==> config.mk <==
export PLATFORM = sky130hd
export DESIGN_NAME = priority_interrupt_dispatch_top
export DESIGN_NICKNAME = d
export VERILOG_FILES = /design/src/rtl/core/pid_pkg.sv /design/src/rtl/core/pid_cfg_regs.sv /design/src/rtl/core/pid_arbiter.sv /design/src/rtl/core/priority_interrupt_dispatch_top.sv
export VERILOG_INCLUDE_DIRS = /design/src /design/src/rtl/core
export SDC_FILE = /design/constraint.sdc
export NUM_CORES = 1
export LEC_CHECK = 0
export BUFFER_PORTS_ARGS = -buffer_cell sky130_fd_sc_hd__buf_2
export CAP_MARGIN = 10
export CORE_UTILIZATION = 53
export DETAILED_ROUTE_END_ITERATION = 12
export PLACE_DENSITY = 0.79
export RECOVER_POWER = 25
export SKIP_LAST_GASP = 1
export SLEW_MARGIN = 10
export SYNTH_ARGS = -nofsm -noshare
export SYNTH_HDL_FRONTEND = slang
export SYNTH_SLANG_ARGS = --single-unit
==> constraint.sdc <==
create_clock -name clk_i -period 2.71 [get_ports clk_i]
set_input_delay 0.1355 -clock clk_i [delete_from_list [all_inputs] [get_ports clk_i]]
set_output_delay 0.1355 -clock clk_i [all_outputs]
set_load 0.03 [all_outputs]
==> src/rtl/core/assert_macros.svh <==
// ----------------------------------------------------------------------------
// assert_macros.svh
// assertion helpers for the interrupt dispatch core, clocked on clk_i,
// disabled while rst_ni is low
// ----------------------------------------------------------------------------
`ifndef ASSERT_MACROS_SVH
`define ASSERT_MACROS_SVH

`ifndef SYNTHESIS

`define PID_ASSERT(lbl, prop) \
  lbl: assert property (@(posedge clk_i) disable iff (!rst_ni) prop) \
    else $error("pid assertion failed");

`define PID_ASSERT_NEVER(lbl, cond) \
  lbl: assert property (@(posedge clk_i) disable iff (!rst_ni) !(cond)) \
    else $error("pid forbidden condition seen");

`else

`define PID_ASSERT(lbl, prop)

`define PID_ASSERT_NEVER(lbl, cond)

`endif

`endif

==> src/rtl/core/pid_pkg.sv <==
// ----------------------------------------------------------------------------
// pid_pkg
// shared types, codes and the fixed source table of the interrupt dispatch
// ----------------------------------------------------------------------------
package pid_pkg;

  typedef enum logic [1:0] {
    OP_SET_REQ    = 2'd0,
    OP_RAISE_EXC  = 2'd1,
    OP_RAISE_TRAP = 2'd2,
    OP_POLL       = 2'd3
  } opcode_e;

  typedef enum logic [2:0] {
    KIND_NONE   = 3'd0,
    KIND_TRAP   = 3'd1,
    KIND_EXC    = 3'd2,
    KIND_NMI    = 3'd3,
    KIND_SOURCE = 3'd4
  } kind_e;

  localparam int unsigned CfgIdxW = 3;
  localparam logic [CfgIdxW-1:0] CFG_PRIO_A = 3'd0;
  localparam logic [CfgIdxW-1:0] CFG_PRIO_B = 3'd1;
  localparam logic [CfgIdxW-1:0] CFG_PRIO_C = 3'd2;
  localparam logic [CfgIdxW-1:0] CFG_PRIO_D = 3'd3;
  localparam logic [CfgIdxW-1:0] CFG_PIN_EN = 3'd4;

  localparam logic [1:0] EXC_KIND_MAX   = 2'd2;
  localparam logic [2:0] NMI_MASK_LEVEL = 3'd7;

  localparam int unsigned TableSources = 21;
  localparam int unsigned PinIrq0Src   = 1;
  localparam int unsigned PinIrq1Src   = 2;

  typedef struct packed {
    logic [3:0][7:0] prio_word;
    logic [1:0]      pin_en;
  } cfg_t;

  typedef struct packed {
    logic       taken;
    kind_e      kind;
    logic [4:0] which;
    logic       mask_write;
    logic [2:0] new_mask;
    logic       wakeup;
  } res_t;

  // dispatchable, priority word select, upper nibble
  typedef struct packed {
    logic       disp;
    logic [1:0] word;
    logic       hi;
  } src_entry_t;

  localparam src_entry_t SRC_TAB [TableSources] = '{
    '{1'b0, 2'd0, 1'b0}, '{1'b1, 2'd0, 1'b1}, '{1'b1, 2'd0, 1'b0},
    '{1'b0, 2'd0, 1'b0}, '{1'b1, 2'd1, 1'b1}, '{1'b1, 2'd1, 1'b1},
    '{1'b1, 2'd1, 1'b1}, '{1'b0, 2'd0, 1'b0}, '{1'b1, 2'd1, 1'b0},
    '{1'b1, 2'd1, 1'b0}, '{1'b1, 2'd1, 1'b0}, '{1'b0, 2'd0, 1'b0},
    '{1'b1, 2'd2, 1'b1}, '{1'b1, 2'd2, 1'b1}, '{1'b1, 2'd2, 1'b1},
    '{1'b1, 2'd2, 1'b0}, '{1'b1, 2'd2, 1'b0}, '{1'b1, 2'd2, 1'b0},
    '{1'b1, 2'd3, 1'b0}, '{1'b1, 2'd3, 1'b1}, '{1'b1, 2'd3, 1'b1}
  };

endpackage

==> src/rtl/core/pid_cfg_regs.sv <==
// ----------------------------------------------------------------------------
// pid_cfg_regs
// priority words and pin enable register file
// ----------------------------------------------------------------------------
module pid_cfg_regs (
  input  logic                         clk_i,
  input  logic                         rst_ni,
  input  logic                         cfg_valid_i,
  output logic                         cfg_ready_o,
  input  logic [pid_pkg::CfgIdxW-1:0]  cfg_index_i,
  input  logic [7:0]                   cfg_data_i,
  output pid_pkg::cfg_t                cfg_o
);
  import pid_pkg::*;

  cfg_t cfg_d, cfg_q;

  assign cfg_ready_o = 1'b1;

  always_comb begin
    cfg_d = cfg_q;
    if (cfg_valid_i) begin
      unique case (cfg_index_i)
        CFG_PRIO_A: cfg_d.prio_word[0] = cfg_data_i;
        CFG_PRIO_B: cfg_d.prio_word[1] = cfg_data_i;
        CFG_PRIO_C: cfg_d.prio_word[2] = cfg_data_i;
        CFG_PRIO_D: cfg_d.prio_word[3] = cfg_data_i;
        CFG_PIN_EN: cfg_d.pin_en       = cfg_data_i[1:0];
        default: ;
      endcase
    end
  end

  always_ff @(posedge clk_i or negedge rst_ni) begin
    if (!rst_ni) begin
      cfg_q <= '0;
    end else begin
      cfg_q <= cfg_d;
    end
  end

  assign cfg_o = cfg_q;

endmodule

==> src/rtl/core/pid_arbiter.sv <==
// ----------------------------------------------------------------------------
// pid_arbiter
// poll selection: lowest trap, exception, nmi, lowest eligible source
// ----------------------------------------------------------------------------
module pid_arbiter #(
  parameter int unsigned NUM_SOURCES = 21,
  parameter int unsigned NUM_TRAPS   = 16
) (
  input  logic [NUM_SOURCES-1:0] src_pend_i,
  input  logic [NUM_TRAPS-1:0]   trap_pend_i,
  input  logic                   exc_valid_i,
  input  logic [1:0]             exc_code_i,
  input  logic [2:0]             cmask_i,
  input  pid_pkg::cfg_t          cfg_i,
  output logic [NUM_TRAPS-1:0]   trap_low_o,
  output pid_pkg::res_t          sel_o
);
  import pid_pkg::*;

  logic [NUM_SOURCES-1:0] elig;
  logic [NUM_SOURCES-1:0] src_low;
  logic [2:0]             lvl_vec [NUM_SOURCES];
  logic [4:0]             trap_idx;
  logic [4:0]             src_idx;
  logic [2:0]             src_lvl;

  assign elig[0]    = 1'b0;
  assign lvl_vec[0] = '0;

  for (genvar j = 1; j < NUM_SOURCES; j++) begin : g_src
    if (j < TableSources && SRC_TAB[j].disp) begin : g_tab
      localparam logic [1:0] Word = SRC_TAB[j].word;
      localparam logic       Hi   = SRC_TAB[j].hi;
      logic en;
      assign en = (j == PinIrq0Src) ? cfg_i.pin_en[0] :
                  (j == PinIrq1Src) ? cfg_i.pin_en[1] : 1'b1;
      assign lvl_vec[j] = Hi ? cfg_i.prio_word[Word][6:4] : cfg_i.prio_word[Word][2:0];
      assign elig[j]    = src_pend_i[j] && en && (lvl_vec[j] > cmask_i);
    end else begin : g_none
      assign lvl_vec[j] = '0;
      assign elig[j]    = 1'b0;
    end
  end

  // isolate lowest set bit
  assign trap_low_o = trap_pend_i & (~trap_pend_i + NUM_TRAPS'(1));
  assign src_low    = elig & (~elig + NUM_SOURCES'(1));

  always_comb begin
    trap_idx = '0;
    src_idx  = '0;
    src_lvl  = '0;
    for (int j = 0; j < NUM_TRAPS; j++) begin
      if (trap_low_o[j]) trap_idx = trap_idx | 5'(j);
    end
    for (int j = 0; j < NUM_SOURCES; j++) begin
      if (src_low[j]) begin
        src_idx = src_idx | 5'(j);
        src_lvl = src_lvl | lvl_vec[j];
      end
    end
  end

  always_comb begin
    sel_o = '0;
    priority if (|trap_pend_i) begin
      sel_o.taken = 1'b1;
      sel_o.kind  = KIND_TRAP;
      sel_o.which = trap_idx;
    end else if (exc_valid_i) begin
      sel_o.taken = 1'b1;
      sel_o.kind  = KIND_EXC;
      sel_o.which = {3'b000, exc_code_i};
    end else if (src_pend_i[0]) begin
      sel_o.taken      = 1'b1;
      sel_o.kind       = KIND_NMI;
      sel_o.mask_write = 1'b1;
      sel_o.new_mask   = NMI_MASK_LEVEL;
    end else if (|elig) begin
      sel_o.taken      = 1'b1;
      sel_o.kind       = KIND_SOURCE;
      sel_o.which      = src_idx;
      sel_o.mask_write = 1'b1;
      sel_o.new_mask   = src_lvl;
    end else begin
      sel_o = '0;
    end
  end

endmodule

==> src/rtl/core/priority_interrupt_dispatch_top.sv <==
// ----------------------------------------------------------------------------
// priority_interrupt_dispatch_top
// interrupt arbiter: source requests, traps, exceptions and poll dispatch
// ----------------------------------------------------------------------------
// Takes one item per clock while the output is not stalled, and returns exactly one
// result per item: the item is held in the input register, then the pending
// state is read, updated and the result registered in a single pass through
// the priority logic. Back-to-back items see each other's state updates.
// Configuration writes are registered and should only be issued while
// no item is in flight.
`include "assert_macros.svh"

module priority_interrupt_dispatch_top #(
  parameter int unsigned NUM_SOURCES = 21,
  parameter int unsigned NUM_TRAPS   = 16
) (
  input  logic                        clk_i,
  input  logic                        rst_ni,
  input  logic                        cfg_valid_i,
  output logic                        cfg_ready_o,
  input  logic [pid_pkg::CfgIdxW-1:0] cfg_index_i,
  input  logic [7:0]                  cfg_data_i,
  input  logic                        s_axis_tvalid,
  output logic                        s_axis_tready,
  // source_index, request_level, exception_kind, trap_number,
  // current_mask_level, zero pad
  input  logic [15:0]                 s_axis_tdata,
  // opcode
  input  logic [1:0]                  s_axis_tuser,
  output logic                        m_axis_tvalid,
  input  logic                        m_axis_tready,
  // taken, dispatch_which, mask_write, new_mask_level, wakeup, zero pad
  output logic [15:0]                 m_axis_tdata,
  // dispatch_kind
  output logic [2:0]                  m_axis_tuser
);
  import pid_pkg::*;

  cfg_t                   cfg;
  logic                   in_valid_q;
  logic [15:0]            in_data_q;
  logic [1:0]             in_user_q;
  logic                   out_valid_q;
  res_t                   res_d, res_q;
  logic                   advance;

  logic [NUM_SOURCES-1:0] src_pend_d, src_pend_q;
  logic [NUM_TRAPS-1:0]   trap_pend_d, trap_pend_q;
  logic                   exc_valid_d, exc_valid_q;
  logic [1:0]             exc_code_d, exc_code_q;

  opcode_e                op;
  logic [4:0]             src;
  logic                   lvl;
  logic [1:0]             exc;
  logic [3:0]             trap;
  logic [2:0]             cmask;
  logic [NUM_SOURCES-1:0] src_hit;
  logic [NUM_TRAPS-1:0]   trap_hit;
  logic [NUM_TRAPS-1:0]   trap_low;
  res_t                   sel;
  logic                   poll_trap;
  logic                   poll_exc;

  pid_cfg_regs u_cfg (
    .clk_i       (clk_i),
    .rst_ni      (rst_ni),
    .cfg_valid_i (cfg_valid_i),
    .cfg_ready_o (cfg_ready_o),
    .cfg_index_i (cfg_index_i),
    .cfg_data_i  (cfg_data_i),
    .cfg_o       (cfg)
  );

  assign advance       = in_valid_q && (!out_valid_q || m_axis_tready);
  assign s_axis_tready = !in_valid_q || advance;

  always_ff @(posedge clk_i or negedge rst_ni) begin
    if (!rst_ni) begin
      in_valid_q <= 1'b0;
    end else if (s_axis_tready) begin
      in_valid_q <= s_axis_tvalid;
    end
  end

  always_ff @(posedge clk_i) begin
    if (s_axis_tready && s_axis_tvalid) begin
      in_data_q <= s_axis_tdata;
      in_user_q <= s_axis_tuser;
    end
  end

  assign op    = opcode_e'(in_user_q);
  assign src   = in_data_q[4:0];
  assign lvl   = in_data_q[5];
  assign exc   = in_data_q[7:6];
  assign trap  = in_data_q[11:8];
  assign cmask = in_data_q[14:12];

  always_comb begin
    for (int j = 0; j < NUM_SOURCES; j++) begin
      src_hit[j] = (32'(src) == j);
    end
    for (int j = 0; j < NUM_TRAPS; j++) begin
      trap_hit[j] = (32'(trap) == j);
    end
  end

  pid_arbiter #(
    .NUM_SOURCES (NUM_SOURCES),
    .NUM_TRAPS   (NUM_TRAPS)
  ) u_arb (
    .src_pend_i  (src_pend_q),
    .trap_pend_i (trap_pend_q),
    .exc_valid_i (exc_valid_q),
    .exc_code_i  (exc_code_q),
    .cmask_i     (cmask),
    .cfg_i       (cfg),
    .trap_low_o  (trap_low),
    .sel_o       (sel)
  );

  always_comb begin
    src_pend_d  = src_pend_q;
    trap_pend_d = trap_pend_q;
    exc_valid_d = exc_valid_q;
    exc_code_d  = exc_code_q;
    res_d       = '0;
    unique case (op)
      OP_SET_REQ: begin
        if (|src_hit) begin
          src_pend_d   = lvl ? (src_pend_q | src_hit) : (src_pend_q & ~src_hit);
          res_d.wakeup = lvl;
        end
      end
      OP_RAISE_EXC: begin
        if (exc <= EXC_KIND_MAX) begin
          exc_valid_d  = 1'b1;
          exc_code_d   = exc;
          res_d.wakeup = 1'b1;
        end
      end
      OP_RAISE_TRAP: begin
        if (|trap_hit) begin
          trap_pend_d  = trap_pend_q | trap_hit;
          res_d.wakeup = 1'b1;
        end
      end
      OP_POLL: begin
        res_d = sel;
        if (sel.kind == KIND_TRAP) begin
          trap_pend_d = trap_pend_q & ~trap_low;
        end
        if (sel.kind == KIND_EXC) begin
          exc_valid_d = 1'b0;
          exc_code_d  = '0;
        end
      end
      default: ;
    endcase
  end

  always_ff @(posedge clk_i or negedge rst_ni) begin
    if (!rst_ni) begin
      src_pend_q  <= '0;
      trap_pend_q <= '0;
      exc_valid_q <= 1'b0;
      exc_code_q  <= '0;
    end else if (advance) begin
      src_pend_q  <= src_pend_d;
      trap_pend_q <= trap_pend_d;
      exc_valid_q <= exc_valid_d;
      exc_code_q  <= exc_code_d;
    end
  end

  always_ff @(posedge clk_i or negedge rst_ni) begin
    if (!rst_ni) begin
      out_valid_q <= 1'b0;
    end else if (advance) begin
      out_valid_q <= 1'b1;
    end else if (m_axis_tready) begin
      out_valid_q <= 1'b0;
    end
  end

  always_ff @(posedge clk_i) begin
    if (advance) begin
      res_q <= res_d;
    end
  end

  assign m_axis_tvalid = out_valid_q;
  assign m_axis_tdata  = {5'b00000, res_q.wakeup, res_q.new_mask, res_q.mask_write,
                          res_q.which, res_q.taken};
  assign m_axis_tuser  = res_q.kind;

  assign poll_trap = advance && (op == OP_POLL) && (sel.kind == KIND_TRAP);
  assign poll_exc  = advance && (op == OP_POLL) && (sel.kind == KIND_EXC);

  `PID_ASSERT(a_trap_cleared, poll_trap |=> ((trap_pend_q & $past(trap_low)) == '0))
  `PID_ASSERT(a_exc_cleared, poll_exc |=> !exc_valid_q)
  `PID_ASSERT_NEVER(a_taken_wake, out_valid_q && res_q.taken && res_q.wakeup)
  `PID_ASSERT(a_mask_nonzero, out_valid_q && res_q.mask_write |-> (res_q.new_mask != 3'd0))
  `PID_ASSERT(a_stall_cause, !s_axis_tready |-> in_valid_q && out_valid_q && !m_axis_tready)

endmodule
### Word level (Yosys, flattened, before mapping)

Cells that the tools add are included.

| operators by class | value |
|---|---|
| add/sub/neg operators | 2 |
| $lt $le $gt $ge | 9 |
| equality and inequality tests | 48 |
| multiplexer cells | 75 |
| bitwise operators | 27 |
| reductions and logical operators | 45 |

Operators by type and width:

| cell | count |
|---|---|
| $mux W3 | 25 |
| $mux W4 | 18 |
| $or A3 B3 Y3 | 16 |
| $and A21 B21 Y21 | 2 |
| $not A21 Y21 | 2 |
| $eq A5 B4 Y1 const B | 8 |
| $and A16 B16 Y16 | 2 |
| $eq A4 B4 Y1 const B | 8 |
| $mux W16 | 2 |
| $not A16 Y16 | 2 |
| $pmux W16 S2 | 1 |
| $reduce_or A16 Y1 | 2 |
| $mux W5 | 6 |
| $eq A5 B5 Y1 const B | 5 |
| $gt A3 B3 Y1 | 8 |
| $add A21 B1 Y21 const B | 1 |
| $logic_and A1 B1 Y1 | 21 |
| $mux W21 | 1 |
| $or A21 B21 Y21 | 1 |
| $reduce_or A21 Y1 | 1 |
| $eq A5 B3 Y1 const B | 4 |
| $mux W9 | 2 |
| $reduce_or A18 Y1 | 1 |
| $reduce_or A17 Y1 | 1 |
| other kinds (31) | 66 |

| storage, ports and cells | value |
|---|---|
| register bits | 103 |
| input port bits | 34 |
| output and inout port bits | 22 |
| logic and storage cells | 225 |

### Longest topological paths before layout

| logic depth | value |
|---|---|
| depth in word-level cells | 45 |
| gate-level depth with buffers | 11 |
| depth with buffers taken out | 9 |

### Hierarchy

A second synthesis with hierarchy kept.

| second synthesis, totals | value |
|---|---|
| cells, all modules | 544 |
| area total of the unflattened synthesis | 5994.5 µm² |

Modules (own cells, without submodules):

| module | instances | cells an instance | area each (µm²) | sequential area each (µm²) |
|---|---|---|---|---|
| priority_interrupt_dispatch_top | 1 | 239 | 3154.3 | 1981.9 |
| pid_arbiter | 1 | 228 | 1520.2 | 0.0 |
| pid_cfg_regs | 1 | 77 | 1320.0 | 850.8 |

### Worst setup path before layout

Ideal clock, no wire load.

| timing path | value |
|---|---|
| path type | register to register |
| from | register in_data_q[13] |
| to | register res_q, in the netlist m_axis_tdata[1], data pin |
| setup time | 0.269 ns |
| data arrival time | 2.423 ns |
| data required time | 2.441 ns |
| slack | 0.019 ns |
| stages on the path, launching flop included | 11 |
| path buffers | 1 |
| period minus slack after synthesis | 2.691 ns |
| cell sequence | edfxtp_1 > inv_1 > ha_1 > nor2b_1 > o311a_4 > o21bai_4 > nor4b_4 > nor3b_4 > or3_1 > buf_6 > o22ai_1 |

| between the ends | value |
|---|---|
| cells in the longest elaborated chain, start to end | 29 |
| elaborated cells between the ends (all ways) | 53 |
| those cells by class | 1 x add/sub; 8 x order compare; 24 x mux; 2 x bitwise; 18 x reduce/logical |

RTL lines:

| element | line | RTL |
|---|---|---|
| from (decl) | priority_interrupt_dispatch_top.sv:41 | `logic [15:0] in_data_q;` |
| from (signal assigned) | priority_interrupt_dispatch_top.sv:88 | `in_data_q <= s_axis_tdata;` |
| $gt A3 B3 Y1 | pid_arbiter.sv:38 | `assign elig[j] = src_pend_i[j] && en && (lvl_vec[j] > cmask_i);` |
| $logic_and A1 B1 Y1 | pid_arbiter.sv:38 |  |
| $not A21 Y21 | pid_arbiter.sv:47 | `assign src_low = elig & (~elig + NUM_SOURCES'(1));` |
| $add A21 B1 Y21 | pid_arbiter.sv:47 |  |
| $and A21 B21 Y21 | pid_arbiter.sv:47 |  |
| $mux W1 | pid_arbiter.sv:57 | `if (src_low[j]) begin` |
| $mux W2 (2 in a row) | pid_arbiter.sv:57 |  |
| $mux W3 (4 in a row) | pid_arbiter.sv:57 |  |
| $mux W4 (8 in a row) | pid_arbiter.sv:57 |  |
| $mux W5 (5 in a row) | pid_arbiter.sv:57 |  |
| $mux W13 (*) | pid_arbiter.sv:79 | `end else if (\|elig) begin` |
| $mux W5 (*) | pid_arbiter.sv:74 | `end else if (src_pend_i[0]) begin` |
| $mux W9 (*) | pid_arbiter.sv:70 | `end else if (exc_valid_i) begin` |
| $mux W9 (*) | pid_arbiter.sv:66 | `priority if (\|trap_pend_i) begin` |
| to (signal assigned) | priority_interrupt_dispatch_top.sv:189 | `res_q <= res_d;` |
| to (decl) | priority_interrupt_dispatch_top.sv:44 | `res_t res_d, res_q;` |

Mark *: on every way between the ends. The rest lies on a longest branch, timed or not.
A chain may end at the register's enable or synchronous reset.

### Worst setup path in the final report

| timing path | value |
|---|---|
| from | register in_data_q[13] |
| to | register res_q, in the netlist m_axis_tdata[9], data pin |

| between the ends | value |
|---|---|
| cells in the longest elaborated chain, start to end | 40 |
| elaborated cells between the ends (all ways) | 64 |
| those cells by class | 1 x add/sub; 8 x order compare; 19 x mux; 18 x bitwise; 18 x reduce/logical |

RTL lines:

| element | line | RTL |
|---|---|---|
| $gt A3 B3 Y1 | pid_arbiter.sv:38 |  |
| $logic_and A1 B1 Y1 | pid_arbiter.sv:38 |  |
| $not A21 Y21 | pid_arbiter.sv:47 |  |
| $add A21 B1 Y21 | pid_arbiter.sv:47 |  |
| $and A21 B21 Y21 | pid_arbiter.sv:47 |  |
| $mux W3 | pid_arbiter.sv:57 |  |
| $or A3 B3 Y3 | pid_arbiter.sv:59 | `src_lvl = src_lvl \| lvl_vec[j];` |
| $mux W3 | pid_arbiter.sv:57 |  |
| [24 not listed] | - |  |
| $or A3 B3 Y3 | pid_arbiter.sv:59 |  |
| $mux W3 | pid_arbiter.sv:57 |  |
| $or A3 B3 Y3 | pid_arbiter.sv:59 |  |
| $mux W3 | pid_arbiter.sv:57 |  |
| $or A3 B3 Y3 | pid_arbiter.sv:59 |  |
| $mux W3 | pid_arbiter.sv:57 |  |
| $mux W13 (*) | pid_arbiter.sv:79 |  |
| $mux W4 (*) | pid_arbiter.sv:74 |  |

Marks and branches as above.

==> metrics.cfg <==
[critical_path]
worstReg2RegEnd=m_axis_tdata[9]
path_cells=inv_2 -> buf_4 -> ha_1 -> and3_1 -> a21oi_1 -> buf_4 -> nand2_1 -> o2111ai_2 -> nor3_1 -> buf_4 -> a22o_1 -> o31a_1
path_buf_inv=4
critPathRequiredTime_ns=2.82
critPathMaxFanout=4
cpPeakStageDelay_ns=0.40
ff2ff_setup_slack_ns=0.11
cp_slowest_cell=edfxtp_1
r2r_cells=12
endpoint_kind=flip-flop
cp_top_family=compound AO/OA/AOI/OAI gates
crit_top_cell=buf_4
criticalPathCategory=reg -> reg
cp.arrival_ns=2.71
worstReg2RegStart=in_data_q[13]
critPathLaunchType=flip-flop

[clock_network]
cts_buffers=9
cts_tree=done
clk_pin_slew_worst_paths_ns=0.10
cts.sinks=96
clk_latency_ns=0.37
ctsHtreeMaxLevel=3
cts_buffer_depth=2
cts_root_buf=clkbuf_8

[finish]
final_common_cell=dfrtp_1
syn_to_final_growth_pct=19.14
final_nets=628
antenna_cells=0
most-common-layout-cells=dfrtp_1 (65), buf_2 (44), nor2_1 (42)
layout-drive-gt1-share_pct=27.83
nFillCells=757

[yosys]
muxShareOfSynthArea_pct=7.368
seq_area_frac_synth_pct=49.22
ys_top_cells_by_area=dfrtp_1 (31%), edfxtp_1 (18%), mux2_2 (7.4%)
synth_top_family_by_area=compound AO/OA/AOI/OAI gates
synth_edf_count=31
synth_ff_type=dfrtp_1
yosysTopAreaCell=dfrtp_1
synth-xor-area-share_pct=0
ys_warn_count=0
async_reset_ff_share_pct=67.71
synth-compound-area-share_pct=17.12
synthSimpleGateAreaFrac_pct=16.95
ys_seq_elements=96
synth_top_area_share_pct=31.30
synth.distinct_cells=63
synthCells=477
avgSynthCellArea_um2=10.89
synth_adder_area_share_pct=5.779
netlist_area_mm2=0.005196

[drt]
num_vias=4175
met1Wirelength_um=5476
drtIter0Drc=204
route.met3.wl_um=586
post-route-drc-count=0
wl_per_cell_um=17.59
dr_wl_met2_um=6122
wl_um=12390
highest_layer=met4
ant_nets=0
viasPerCell=5.930
drt_first_pass_iters=5

[timing]
tns_ns=0
whs_ns=0.03753
hold_violations=0
rsz0062_at_grt=true
post-route-min-period_ns=2.603
finalClockSkew_ns=0.01427
tightest_slew_ns=1.101
relSlewSlack_pct=26.59
drv_slew=0
period_share_pct=96.06
fmax_mhz=384.1
finalSetupViolCount=0
worst_slack_ns=0.1068

[power]
p_per_area_mw_per_mm2=737.4
p_leak_nw=2.643
ir_drop_mv=0.4406

[worst_hold_path]
hp-start=m_axis_tready
hold_path_depth=3
hold_class=in -> reg
whs_endpoint=m_axis_tvalid

[placement]
io_buffers=46
dpl_worst_slack_ns=-0.02805
globalplace.congestion=0.9269
hpwlAfterDp_um=9021

[die]
core-area_mm2=0.009371
die_area_mm2=0.01020
die_w_um=101.0
initial_core_util_pct=55.45
core.rowCount=35
io-pin-count=56
die_h_um=101.0

[grt]
grt_pass1_vias=4162
grt_max_degree=29
antenna_found_initial=0
grt_usage_pct=25.87
grt_pass1_wl_um=20200
gr-total-overflow=0

[run_status]
status=finished clean

[flow_run]
maxCapViolations=0

[worst max-delay path by stage]
stage	startpoint	end	slack, ns	depth (start not counted)
after global placement	in_data_q[14]	m_axis_tdata[3]	0.06	9
after floorplan	in_data_q[13]	m_axis_tdata[1]	0.02	10
final	in_data_q[13]	m_axis_tdata[9]	0.11	12
after detailed placement	in_data_q[14]	m_axis_tdata[3]	-0.03	8
after global routing	in_data_q[13]	m_axis_tdata[2]	-0.04	10
after CTS	in_data_q[13]	m_axis_tdata[9]	0.02	11
[where the power goes]
part           switching, W  internal (W)
logic              0.000829      0.000688
clock network      0.000549      0.000446
registers          0.000287       0.00177
total               0.00166       0.00290
[through the flow]
step / instance area [um^2] / std cells / utilization, % / total power, W
CTS: 6121 / 702 / 65.31 / 0.004497
floorplan: 5211 / 481 / - / 0.003021
detailed placement: 5707 / 667 / 60.89 / 0.003478
global route: 6191 / 704 / 66.06 / 0.004836
global placement: 5707 / 667 / 60.89 / 0.003420
finish: 6191 / 704 / 66.06 / 0.004565
[tightest hold or removal path: stages]
cell,delay [ns]
buf_2,0.08
nand2b_1,0.11
nand2b_1,0.05
[metal layers]
metal	GRT usage, %	up-vias
met3	3.675	24
li1	-	1956
met2	42.68	135
met1	34.87	2060
met4	9.588	0
met5	0	-
[synthesized netlist by cell type, types with 3 or more instances]
cell type and instances:
inv_1 20, nor3b_1 7, buf_4 8, or3_1 6, a22oi_1 3, nand2b_1 7
a32o_1 3, o21ai_0 17, nand3b_1 6, nor2_1 42, a21o_1 3, edfxtp_1 31
and3_1 5, a21oi_1 36, a221oi_1 4, dfrtp_1 65, nor2b_1 7, mux2_2 34
nand3_1 8, o2111ai_1 3, ha_1 24, a31oi_1 10, nand2_1 37, nor4_1 4
o21a_1 5, clkbuf_1 6, a22o_1 5, and2_1 3, nor3_1 17, o31a_1 3
[cell type report]
cell class              count  area, um^2  share of cell area [%]
clock buffers               9       123.9                   2.001
clock inverters             7       86.33                   1.395
inverters                  21       78.83                   1.273
multi-input cells         348        2555                   41.27
flip-flops and latches     96        2557                   41.31
well taps                 129       161.4                   2.607
repair buffers             94       628.1                   10.15
[kinds of logic (layout without fill, tap and decap cells)]
kind of cell             count (synthesis)  count (layout)
AO/OA/AOI/OAI                          122             122
adder cells (fa/ha/maj)                 24              24
buffers and inverters                   37             131
flip-flops                              96              96
multiplexers                            34              34
other                                    2               6
AND/OR/NAND/NOR                        162             162
[what timing repair did]
action                                  in CTS  in global routing
resized for setup                            4                 13
hold buffers                                19                  0
endpoints found under the setup margin       8                  9
hold endpoints to repair                    34                  0
setup buffers                                0                  2
pin swaps                                    0                  5
(Power assumes the default switching activity.)
